===== config.mk =====
export PLATFORM = sky130hd
export DESIGN_NAME = stepper_move_sequencer_top
export DESIGN_NICKNAME = d
export VERILOG_FILES = /design/src/hdl/sms_pkg.sv /design/src/hdl/sms_div.sv /design/src/hdl/sms_datapath.sv /design/src/hdl/sms_ctrl.sv /design/src/hdl/stepper_move_sequencer_top.sv
export SDC_FILE = /design/constraint.sdc
export NUM_CORES = 1
export LEC_CHECK = 0
export BUFFER_PORTS_ARGS = -buffer_cell sky130_fd_sc_hd__buf_2
export CORE_AREA = 3 3 216 218
export CTS_CLUSTER_DIAMETER = 150
export DETAILED_ROUTE_END_ITERATION = 8
export DIE_AREA = 0 0 219 221
export GPL_ROUTABILITY_DRIVEN = 0
export MAX_ROUTING_LAYER = met4
export PLACE_DENSITY = 0.78
export SETUP_SLACK_MARGIN = 0.3
export SYNTH_ARGS = -nofsm -noshare
export SYNTH_HDL_FRONTEND = slang
export SYNTH_SLANG_ARGS = --single-unit

===== constraint.sdc =====
create_clock -name clk -period 10.5 [get_ports clk]
set_clock_uncertainty 0.1 [all_clocks]
set_input_delay 1.575 -clock clk [delete_from_list [all_inputs] [get_ports clk]]
set_output_delay 1.575 -clock clk [all_outputs]
set_load 0.05 [all_outputs]

===== src/hdl/sms_pkg.sv =====
// Shared types, constants and field layout for the stepper move sequencer.
package sms_pkg;

	// Field widths of the stream items and configuration registers
	localparam int unsigned CMD_W        = 3;
	localparam int unsigned MM_W         = 12;
	localparam int unsigned DUR_W        = 16;
	localparam int unsigned PERIOD_W     = 32;
	localparam int unsigned HALF_W       = 31;
	localparam int unsigned STEPS_W      = 20;
	localparam int unsigned SPM_W        = 8;
	localparam int unsigned CFG_IDX_W    = 1;
	localparam int unsigned CFG_DATA_W   = 12;
	localparam int unsigned IN_DATA_W    = 80;
	localparam int unsigned OUT_PAYLOAD_W = 81;
	localparam int unsigned OUT_DATA_W   = 88;

	// Divider geometry: dividend is duration * 1e6, divisor is track * steps_per_mm
	localparam int unsigned DIVIDEND_W   = 36;
	localparam int unsigned DIVISOR_W    = 20;
	localparam int unsigned DIV_CNT_W    = $clog2(DIVIDEND_W);

	// Constants of the motion scheme
	localparam logic [PERIOD_W-1:0] FIXED_STEP_US  = 32'd600;
	localparam logic [DIVIDEND_W-1:0] US_PER_S     = 36'd1000000;
	localparam logic [DUR_W-1:0]    DURATION_RESET = 16'd10;
	localparam logic [SPM_W-1:0]    SPM_RESET      = 8'd75;
	localparam logic [MM_W-1:0]     TRACK_RESET    = 12'd240;

	// Command codes carried in tuser
	typedef enum logic [CMD_W-1:0] {
		CMD_TICK       = 3'd0,
		CMD_SET_TARGET = 3'd1,
		CMD_TIMED      = 3'd2,
		CMD_SET_LOOP   = 3'd3,
		CMD_SET_RUN    = 3'd4,
		CMD_SET_POS    = 3'd5,
		CMD_SET_STEP   = 3'd6,
		CMD_CLEAR_FIN  = 3'd7
	} cmd_t;

	// Configuration register indexes
	typedef enum logic [CFG_IDX_W-1:0] {
		CFG_STEPS_PER_MM = 1'd0,
		CFG_TRACK_LEN    = 1'd1
	} cfg_idx_t;

	// Controller states
	typedef enum logic [4:0] {
		ST_IDLE = 5'b00001,
		ST_EXEC = 5'b00010,
		ST_DIV  = 5'b00100,
		ST_FIN  = 5'b01000,
		ST_OUT  = 5'b10000
	} ctrl_state_t;

	// Commands from the controller to the datapath
	typedef struct packed {
		logic capture;
		logic exec;
		logic div_start;
		logic finish;
		logic out_load;
	} sms_cmd_t;

	// Status from the datapath to the controller
	typedef struct packed {
		logic tm_req;
		logic div_done;
		logic out_full;
	} sms_stat_t;

endpackage


===== src/hdl/sms_div.sv =====
// Restoring divider, one quotient bit per cycle, for the timed step period.
module sms_div import sms_pkg::*; (
	input  logic                  clk,
	input  logic                  arst_n,
	input  logic                  start,
	input  logic [DIVIDEND_W-1:0] dividend,
	input  logic [DIVISOR_W-1:0]  divisor,
	output logic                  done,
	output logic [DIVIDEND_W-1:0] quotient
);

	logic [DIVISOR_W-1:0] rem_q;
	logic [DIVIDEND_W-1:0] quo_q;
	logic [DIV_CNT_W-1:0] cnt_q;
	logic                 busy_q;
	logic [DIVISOR_W:0]   trial;
	logic [DIVISOR_W:0]   diff;
	logic                 fits;

	// Trial subtraction of the divisor from the shifted partial remainder
	assign trial = {rem_q, quo_q[DIVIDEND_W-1]};
	assign diff  = trial - {1'b0, divisor};
	assign fits  = trial >= {1'b0, divisor};

	assign done     = busy_q && (cnt_q == DIV_CNT_W'(DIVIDEND_W - 1));
	assign quotient = quo_q;

	// Step counter and busy flag
	always_ff @(posedge clk or negedge arst_n) begin
		if (!arst_n) begin
			busy_q <= 1'b0;
			cnt_q  <= '0;
		end else if (start) begin
			busy_q <= 1'b1;
			cnt_q  <= '0;
		end else if (busy_q) begin
			cnt_q <= cnt_q + 1'b1;
			if (done) begin
				busy_q <= 1'b0;
			end
		end
	end

	// Remainder and quotient shift register
	always_ff @(posedge clk) begin
		if (start) begin
			rem_q <= '0;
			quo_q <= dividend;
		end else if (busy_q) begin
			rem_q <= fits ? diff[DIVISOR_W-1:0] : trial[DIVISOR_W-1:0];
			quo_q <= {quo_q[DIVIDEND_W-2:0], fits};
		end
	end

endmodule


===== src/hdl/sms_datapath.sv =====
// Datapath: configuration, motion state, timed-period divider and result register.
module sms_datapath import sms_pkg::*; (
	input  logic                  clk,
	input  logic                  arst_n,
	input  logic                  cfg_we,
	input  logic [CFG_IDX_W-1:0]  cfg_index,
	input  logic [CFG_DATA_W-1:0] cfg_data,
	input  logic [CMD_W-1:0]      s_tuser,
	input  logic [IN_DATA_W-1:0]  s_tdata,
	input  logic                  m_tready,
	output logic                  m_tvalid,
	output logic [OUT_DATA_W-1:0] m_tdata,
	input  sms_cmd_t              cmd,
	output sms_stat_t             stat
);

	// Configuration registers
	logic [SPM_W-1:0]     spm_q;
	logic [MM_W-1:0]      track_q;
	logic [DIVISOR_W-1:0] divisor_q;

	// Captured input item
	logic [CMD_W-1:0]    in_cmd_q;
	logic [MM_W-1:0]     in_target_q;
	logic [DUR_W-1:0]    in_dur_q;
	logic                in_flag_q;
	logic [MM_W-1:0]     in_pos_q;
	logic [PERIOD_W-1:0] in_step_q;

	// Motion state
	logic [MM_W-1:0]     position_q;
	logic [MM_W-1:0]     target_q;
	logic [STEPS_W-1:0]  steps_left_q;
	logic [DUR_W-1:0]    duration_q;
	logic [PERIOD_W-1:0] step_period_q;
	logic                running_q;
	logic                finished_q;
	logic                forward_q;
	logic                looping_q;
	logic                pulse_q;

	// Pending timed move
	logic [MM_W-1:0] tm_tgt_q;
	logic            tm_loop_q;

	// Result register
	logic                     out_valid_q;
	logic [OUT_PAYLOAD_W-1:0] out_data_q;

	logic                  tick_step;
	logic [STEPS_W-1:0]    left_dec;
	logic                  arrive;
	logic                  tm_req;
	logic [DUR_W-1:0]      tm_dur;
	logic [MM_W-1:0]       tm_tgt;
	logic                  tm_loop;
	logic [DIVIDEND_W-1:0] dividend;
	logic                  div_done;
	logic [DIVIDEND_W-1:0] quotient;
	logic [PERIOD_W-1:0]   timed_period;
	logic [MM_W-1:0]       aim_tgt;
	logic                  aim_fwd;
	logic [MM_W-1:0]       aim_dist;
	logic [STEPS_W-1:0]    aim_steps;
	cmd_t                  cur_cmd;

	assign cur_cmd = cmd_t'(in_cmd_q);

	// Configuration writes
	always_ff @(posedge clk or negedge arst_n) begin
		if (!arst_n) begin
			spm_q   <= SPM_RESET;
			track_q <= TRACK_RESET;
		end else if (cfg_we) begin
			unique case (cfg_idx_t'(cfg_index))
				CFG_STEPS_PER_MM: spm_q   <= cfg_data[SPM_W-1:0];
				CFG_TRACK_LEN:    track_q <= cfg_data[MM_W-1:0];
				default:          ;
			endcase
		end
	end

	// Timing divisor follows the configuration
	always_ff @(posedge clk) begin
		divisor_q <= DIVISOR_W'(track_q) * DIVISOR_W'(spm_q);
	end

	// Input capture on an accepted transfer
	always_ff @(posedge clk) begin
		if (cmd.capture) begin
			in_cmd_q    <= s_tuser;
			in_target_q <= s_tdata[11:0];
			in_dur_q    <= s_tdata[27:12];
			in_flag_q   <= s_tdata[28];
			in_pos_q    <= s_tdata[40:29];
			in_step_q   <= s_tdata[72:41];
		end
	end

	// Tick decode: a step is taken while running and off target
	assign tick_step = running_q && (position_q != target_q);
	assign left_dec  = (steps_left_q == '0) ? '0 : steps_left_q - 1'b1;
	assign arrive    = tick_step && (left_dec == '0);

	// Decide whether this item starts a timed move, and with what arguments
	always_comb begin
		tm_req  = 1'b0;
		tm_dur  = duration_q;
		tm_tgt  = track_q;
		tm_loop = 1'b0;
		unique case (cur_cmd)
			CMD_TICK: begin
				if (arrive && looping_q && (target_q == track_q || target_q == '0)) begin
					tm_req  = 1'b1;
					tm_tgt  = (target_q == track_q) ? '0 : track_q;
					tm_loop = 1'b1;
				end
			end
			CMD_TIMED: begin
				tm_req = 1'b1;
				tm_dur = in_dur_q;
				tm_tgt = in_target_q;
			end
			CMD_SET_LOOP: begin
				tm_req  = 1'b1;
				tm_loop = in_flag_q;
			end
			default: ;
		endcase
	end

	assign dividend = DIVIDEND_W'(tm_dur) * US_PER_S;

	sms_div u_div (
		.clk      (clk),
		.arst_n   (arst_n),
		.start    (cmd.div_start),
		.dividend (dividend),
		.divisor  (divisor_q),
		.done     (div_done),
		.quotient (quotient)
	);

	// A zero divisor or a quotient beyond 32 bits saturates the period
	assign timed_period = (divisor_q == '0 || quotient[DIVIDEND_W-1:PERIOD_W] != '0)
		? '1 : quotient[PERIOD_W-1:0];

	// Aiming: direction and step count toward a new target
	assign aim_tgt   = cmd.finish ? tm_tgt_q : in_target_q;
	assign aim_fwd   = aim_tgt >= position_q;
	assign aim_dist  = aim_fwd ? aim_tgt - position_q : position_q - aim_tgt;
	assign aim_steps = STEPS_W'(aim_dist) * STEPS_W'(spm_q);

	// Motion state update
	always_ff @(posedge clk or negedge arst_n) begin
		if (!arst_n) begin
			position_q    <= '0;
			target_q      <= '0;
			steps_left_q  <= '0;
			duration_q    <= DURATION_RESET;
			step_period_q <= FIXED_STEP_US;
			running_q     <= 1'b0;
			finished_q    <= 1'b0;
			forward_q     <= 1'b1;
			looping_q     <= 1'b0;
			pulse_q       <= 1'b0;
		end else if (cmd.exec) begin
			pulse_q <= 1'b0;
			if (tm_req) begin
				duration_q <= tm_dur;
			end
			unique case (cur_cmd)
				CMD_TICK: begin
					if (tick_step) begin
						pulse_q      <= 1'b1;
						steps_left_q <= left_dec;
						if (arrive) begin
							position_q <= target_q;
							if (!tm_req) begin
								running_q  <= 1'b0;
								finished_q <= 1'b1;
							end
						end
					end
				end
				CMD_SET_TARGET: begin
					step_period_q <= FIXED_STEP_US;
					target_q      <= aim_tgt;
					forward_q     <= aim_fwd;
					steps_left_q  <= aim_steps;
					looping_q     <= 1'b0;
				end
				CMD_SET_RUN:   running_q     <= in_flag_q;
				CMD_SET_POS:   position_q    <= in_pos_q;
				CMD_SET_STEP:  step_period_q <= in_step_q;
				CMD_CLEAR_FIN: finished_q    <= 1'b0;
				default: ;
			endcase
		end else if (cmd.finish) begin
			step_period_q <= timed_period;
			target_q      <= aim_tgt;
			forward_q     <= aim_fwd;
			steps_left_q  <= aim_steps;
			looping_q     <= tm_loop_q;
		end
	end

	// Timed move arguments held through the division
	always_ff @(posedge clk) begin
		if (cmd.exec) begin
			tm_tgt_q  <= tm_tgt;
			tm_loop_q <= tm_loop;
		end
	end

	// Result register: holds one result until the master side takes it
	always_ff @(posedge clk or negedge arst_n) begin
		if (!arst_n) begin
			out_valid_q <= 1'b0;
		end else if (cmd.out_load) begin
			out_valid_q <= 1'b1;
		end else if (m_tready) begin
			out_valid_q <= 1'b0;
		end
	end

	always_ff @(posedge clk) begin
		if (cmd.out_load) begin
			out_data_q <= {looping_q, finished_q, running_q, steps_left_q, target_q,
				position_q, step_period_q[PERIOD_W-1:1], ~pulse_q, forward_q, pulse_q};
		end
	end

	assign m_tvalid = out_valid_q;
	assign m_tdata  = {(OUT_DATA_W - OUT_PAYLOAD_W)'(0), out_data_q};

	assign stat.tm_req   = tm_req;
	assign stat.div_done = div_done;
	assign stat.out_full = out_valid_q;

endmodule


===== src/hdl/sms_ctrl.sv =====
// Controller state machine that sequences one item through the datapath.
module sms_ctrl import sms_pkg::*; (
	input  logic      clk,
	input  logic      arst_n,
	input  logic      s_tvalid,
	output logic      s_tready,
	input  logic      m_tready,
	input  sms_stat_t stat,
	output sms_cmd_t  cmd
);

	ctrl_state_t state_q;
	ctrl_state_t state_d;

	// Next state and datapath commands
	always_comb begin
		state_d = state_q;
		cmd     = '0;
		unique case (state_q)
			ST_IDLE: begin
				cmd.capture = s_tvalid;
				if (s_tvalid) begin
					state_d = ST_EXEC;
				end
			end
			ST_EXEC: begin
				cmd.exec      = 1'b1;
				cmd.div_start = stat.tm_req;
				state_d       = stat.tm_req ? ST_DIV : ST_OUT;
			end
			ST_DIV: begin
				if (stat.div_done) begin
					state_d = ST_FIN;
				end
			end
			ST_FIN: begin
				cmd.finish = 1'b1;
				state_d    = ST_OUT;
			end
			ST_OUT: begin
				if (!stat.out_full || m_tready) begin
					cmd.out_load = 1'b1;
					state_d      = ST_IDLE;
				end
			end
			default: state_d = ST_IDLE;
		endcase
	end

	always_ff @(posedge clk or negedge arst_n) begin
		if (!arst_n) begin
			state_q <= ST_IDLE;
		end else begin
			state_q <= state_d;
		end
	end

	assign s_tready = (state_q == ST_IDLE);

endmodule


===== src/hdl/stepper_move_sequencer_top.sv =====
// Each item passes the IDLE, EXEC and OUT states, one item at a time; an item that
// recomputes the step period also passes DIV and FIN, waiting on the 36-step restoring
// divider that produces one quotient bit per cycle. OUT waits while a result is untaken.
// A new input is taken while the previous result still waits in the output register.
// Reset (arst_n low, asynchronous) restores the configuration and motion state defaults
// and empties the output register.
module stepper_move_sequencer_top import sms_pkg::*; (
	input  logic                  clk,
	input  logic                  arst_n,
	input  logic                  cfg_we,
	input  logic [CFG_IDX_W-1:0]  cfg_index,
	input  logic [CFG_DATA_W-1:0] cfg_data,
	input  logic                  s_tvalid,
	output logic                  s_tready,
	// cmd
	input  logic [CMD_W-1:0]      s_tuser,
	// target_mm, duration_s, flag, position_mm, step_time_us, zero fill
	input  logic [IN_DATA_W-1:0]  s_tdata,
	output logic                  m_tvalid,
	input  logic                  m_tready,
	// step_pulse, dir_out, enable_n, half_period_us, cur_position, cur_target,
	// steps_remaining, is_running, is_finished, loop_on, zero fill
	output logic [OUT_DATA_W-1:0] m_tdata
);

	sms_cmd_t  dp_cmd;
	sms_stat_t dp_stat;

	sms_ctrl u_ctrl (
		.clk      (clk),
		.arst_n   (arst_n),
		.s_tvalid (s_tvalid),
		.s_tready (s_tready),
		.m_tready (m_tready),
		.stat     (dp_stat),
		.cmd      (dp_cmd)
	);

	sms_datapath u_dp (
		.clk       (clk),
		.arst_n    (arst_n),
		.cfg_we    (cfg_we),
		.cfg_index (cfg_index),
		.cfg_data  (cfg_data),
		.s_tuser   (s_tuser),
		.s_tdata   (s_tdata),
		.m_tready  (m_tready),
		.m_tvalid  (m_tvalid),
		.m_tdata   (m_tdata),
		.cmd       (dp_cmd),
		.stat      (dp_stat)
	);

	// Only one item is in work at a time.
	a_one_item: assert property (@(posedge clk) disable iff (!arst_n)
		(s_tvalid && s_tready) |=> !s_tready)
		else $error("input accepted while an item is in work");

	// A pending result is never overwritten.
	a_no_overwrite: assert property (@(posedge clk) disable iff (!arst_n)
		dp_cmd.out_load |-> (!dp_stat.out_full || m_tready))
		else $error("result register overwritten before transfer");

	// The divider only starts while an item executes.
	a_div_start: assert property (@(posedge clk) disable iff (!arst_n)
		dp_cmd.div_start |-> (dp_cmd.exec && !s_tready))
		else $error("divider started outside item execution");

	// Division completes only while the input side is closed.
	a_div_done: assert property (@(posedge clk) disable iff (!arst_n)
		dp_stat.div_done |-> !s_tready)
		else $error("divider finished while idle");

endmodule

==> results.ini <==
[floorplanning]
initial_core_util = 0.5925
boundaryPins = 191
die_area_um2 = 48400
die_w_um = 219
die_y_um = 221
coreArea_um2 = 45090
num_rows = 78

[drt]
ant_nets = 0
firstDrtPassIters = 6
viasPerCell = 6.013
wirelength_um = 67390
wire_per_inst_um = 20.39
drtIter0Drc = 1612
vias = 19870
drc = 0

[synth]
synth-compound-area-share = 0.1016
synth_xor_area_frac = 0.03737
syn_area_per_cell_um2 = 10.53
synth-edff-count = 199
ys_seq_area_frac = 0.3797
ys_ff_latch = 374
yosys.area_share.simple = 0.1359
ys_types = 85
synth_top_family_by_area = adder cells
synth_async_sr_flop_share = 0.3449
synthTopCellsByArea = edfxtp_1 22%, fa_1 13%, ha_1 11%
yosys.area.top_type = edfxtp_1
syn_area_um2 = 26720
syn_inst = 2536
yosysWarnings = 0
synth_top_area_frac = 0.2237
synthMuxAreaShare = 0.04721
synth_fa_ha_area_frac = 0.2411
ys.flop_type = edfxtp_1

[global_route]
grt_max_degree = 86
grt_pass1_vias = 20300
antenna_found_initial = 7
grt_pass1_wl_um = 107500
grtUsageTotal = 0.2882
grt_overflow_total = 0

[final_layout]
nets = 3175
regArea_um2 = 10150
drive_above_1_share = 0.1334
fill_cells = 3449
syn2layout_area_growth_pct = 10.23
multi_input_area_um2 = 15100

[clocking]
clk_transition_reported_paths_ns = 0.06
cts_setup_buffers = 0
cts_tree = built
htree_levels = 2
cts_hold_buf = 0
clockBufferDepth = 3
cts_made_buffers = 41
cts.sinks = 374
cts_resized = 0
cts-root-buf = clkbuf_16
clk-insertion-delay-late_ns = 0.58

[placement]
port_buffers = 175
hpwl_um = 48850

[worst_setup_path]
worstSetupPathType = flip-flop to flip-flop
crit_path_frequent_cell = fa_1
worst-path-buf-inv = 5
slowest_delay_ns = 0.59
r2r_setup_slack_ns = 1.15
rr_worst_depth = 28
crit_arrival_ns = 9.66
cp.required_ns = 10.81
crit_family = adder cells
worstSetupEndpointType = flip-flop
reg2reg_to = u_dp.steps_left_q[18]
slowest_stage = xor2_1
worstPathMaxFanout = 38
r2r_start = u_ctrl.state_q[4]
cp-start-kind = flip-flop

[timing]
slew_headroom = 0.1327
rsz0062_at_grt = false
worst_pin_slew_ns = 1.287
fin_crit_ns = 9.348
finalCritPeriodShare = 0.8903
fmax_mhz = 107.0
final_max_slew_viol_count = 0
finalHoldViolCount = 0
setup_tns_ns = 0
setup_viol = 0

[worst_hold_path]
hold_end = u_dp.step_period_q[29]
worstHoldPathType = flip-flop to flip-flop
hold_path_depth = 2
worstHoldStart = u_dp.in_step_q[29]

[run]
max_cap_violations = 0

[run_status]
outcome = complete, no violations

-- synth_stat cells, drive strengths merged, types with 18 or more instances --
master  count
a211oi     23
xor2       45
a31oi      27
a22o       23
nor2      134
inv       265
buf        31
mux2i      81
a21oi      90
nand3      59
xnor2      69
nand4      18
fa        178
clkbuf     82
nor4       24
edfxtp    199
nor3       50
dfrtp     113
a21o       27
nand2     236
o21ai     120
nor2b      23
and2      113
ha        230
mux2       40
dfxtp      46
-- worst max-delay path by stage --
| stage | startpoint | end | slack [ns] | cells past startpoint |
|---|---|---|---|---|
| 3_5_place_dp | u_ctrl.state_q[4] | u_dp.steps_left_q[18] | 1.45 | 28 |
| 3_3_place_gp | u_ctrl.state_q[4] | u_dp.steps_left_q[18] | 1.75 | 29 |
| 6_report | u_ctrl.state_q[4] | u_dp.steps_left_q[18] | 1.15 | 28 |
| 4_1_cts | u_ctrl.state_q[4] | u_dp.steps_left_q[18] | 1.41 | 28 |
| 2_1_floorplan | u_ctrl.state_q[4] | u_dp.steps_left_q[12] | 2.29 | 29 |
| 5_1_grt | u_ctrl.state_q[4] | u_dp.steps_left_q[18] | 0.75 | 28 |
-- state kept, by name (all words and copies together), names as in the netlist, 20 cells and up --
| register | count |
|---|---|
| u_dp.divisor_q | 20 |
| u_dp.in_step_q | 31 |
| u_dp.u_div.rem_q | 20 |
| u_dp.u_div.quotient | 36 |
| u_dp.out_data_q | 81 |
| u_dp.step_period_q | 31 |
| u_dp.steps_left_q | 20 |
-- per-layer routing --
metal / global-route usage / vias to the layer above / routed length, µm / part of all wire
li1: - / 8980 / - / -
met5: - / - / 0 / 0
met4: 0.1020 / 0 / 2414 / 0.036
met3: 0.05081 / 167 / 6056 / 0.090
met2: 0.4494 / 961 / 31480 / 0.47
met1: 0.3827 / 9764 / 27450 / 0.41
-- cells by family after synthesis --
group,after synthesis
and+or+nand+nor,727
other,1
adders and majority gates,408
muxes,121
buffers and inverters,379
xor gates and xnor gates,114
AOI/OAI and AO/OA,412
DFF,374
-- stage by stage --
stage	setup slack (ns)	instances	hold slack, ns	util	instance area (µm²)
3_5_place_dp	1.450	3223	0.3301	0.6215	28020
3_3_place_gp	1.750	3223	0.3298	0.6215	28020
5_1_grt	0.7524	3305	0.3569	0.6531	29450
4_1_cts	1.413	3299	0.3493	0.6528	29430
6_report	1.152	3305	0.3486	0.6531	29450
2_1_floorplan	2.294	2542	0.3196	-	26740
-- final cells by class --
class                   instances  share of cell area
multi-input cells            1789              0.5128
flip-flops and latches        374              0.3445
clock buffers                  49             0.03798
repair buffers                194             0.03480
inverters                     266             0.03391
well taps                     600             0.02549
clock inverters                27            0.009942
diodes                          6           0.0005099
-- tightest hold or removal path: cells and delay by family (launching register included) --
family           cells  cell delay, ns
and+or+nand+nor      2            0.09
DFF                  1            0.32
-- cells in the final DEF, fill, tap and decap left out, types with 9 or more instances in the layout --
master       n
nand2_1    235
o21ai_0     92
nand4_1     17
nor3_1      47
xnor2_1     69
inv_1      264
edfxtp_1   199
and2_1     112
clkbuf_16   43
buf_2      174
nor2b_1     22
fa_1       178
and3_1       9
a31oi_1     27
dfxtp_1     46
a21boi_0     9
a21o_1      26
dfstp_2     16
dfrtp_1    112
ha_1       230
buf_4       19
nand3_1     59
nor4_1      20
a211oi_2    17
a22o_1      23
mux2_2      34
nor2_1     133
o211ai_1    15
a21oi_1     89
nand2b_1    15
mux2i_1     81
o21a_1      15
xor2_1      45
o21ai_1     28
Power is not shown: default switching activity piles up to over one toggle a cycle in this logic, so the estimate is an artifact.
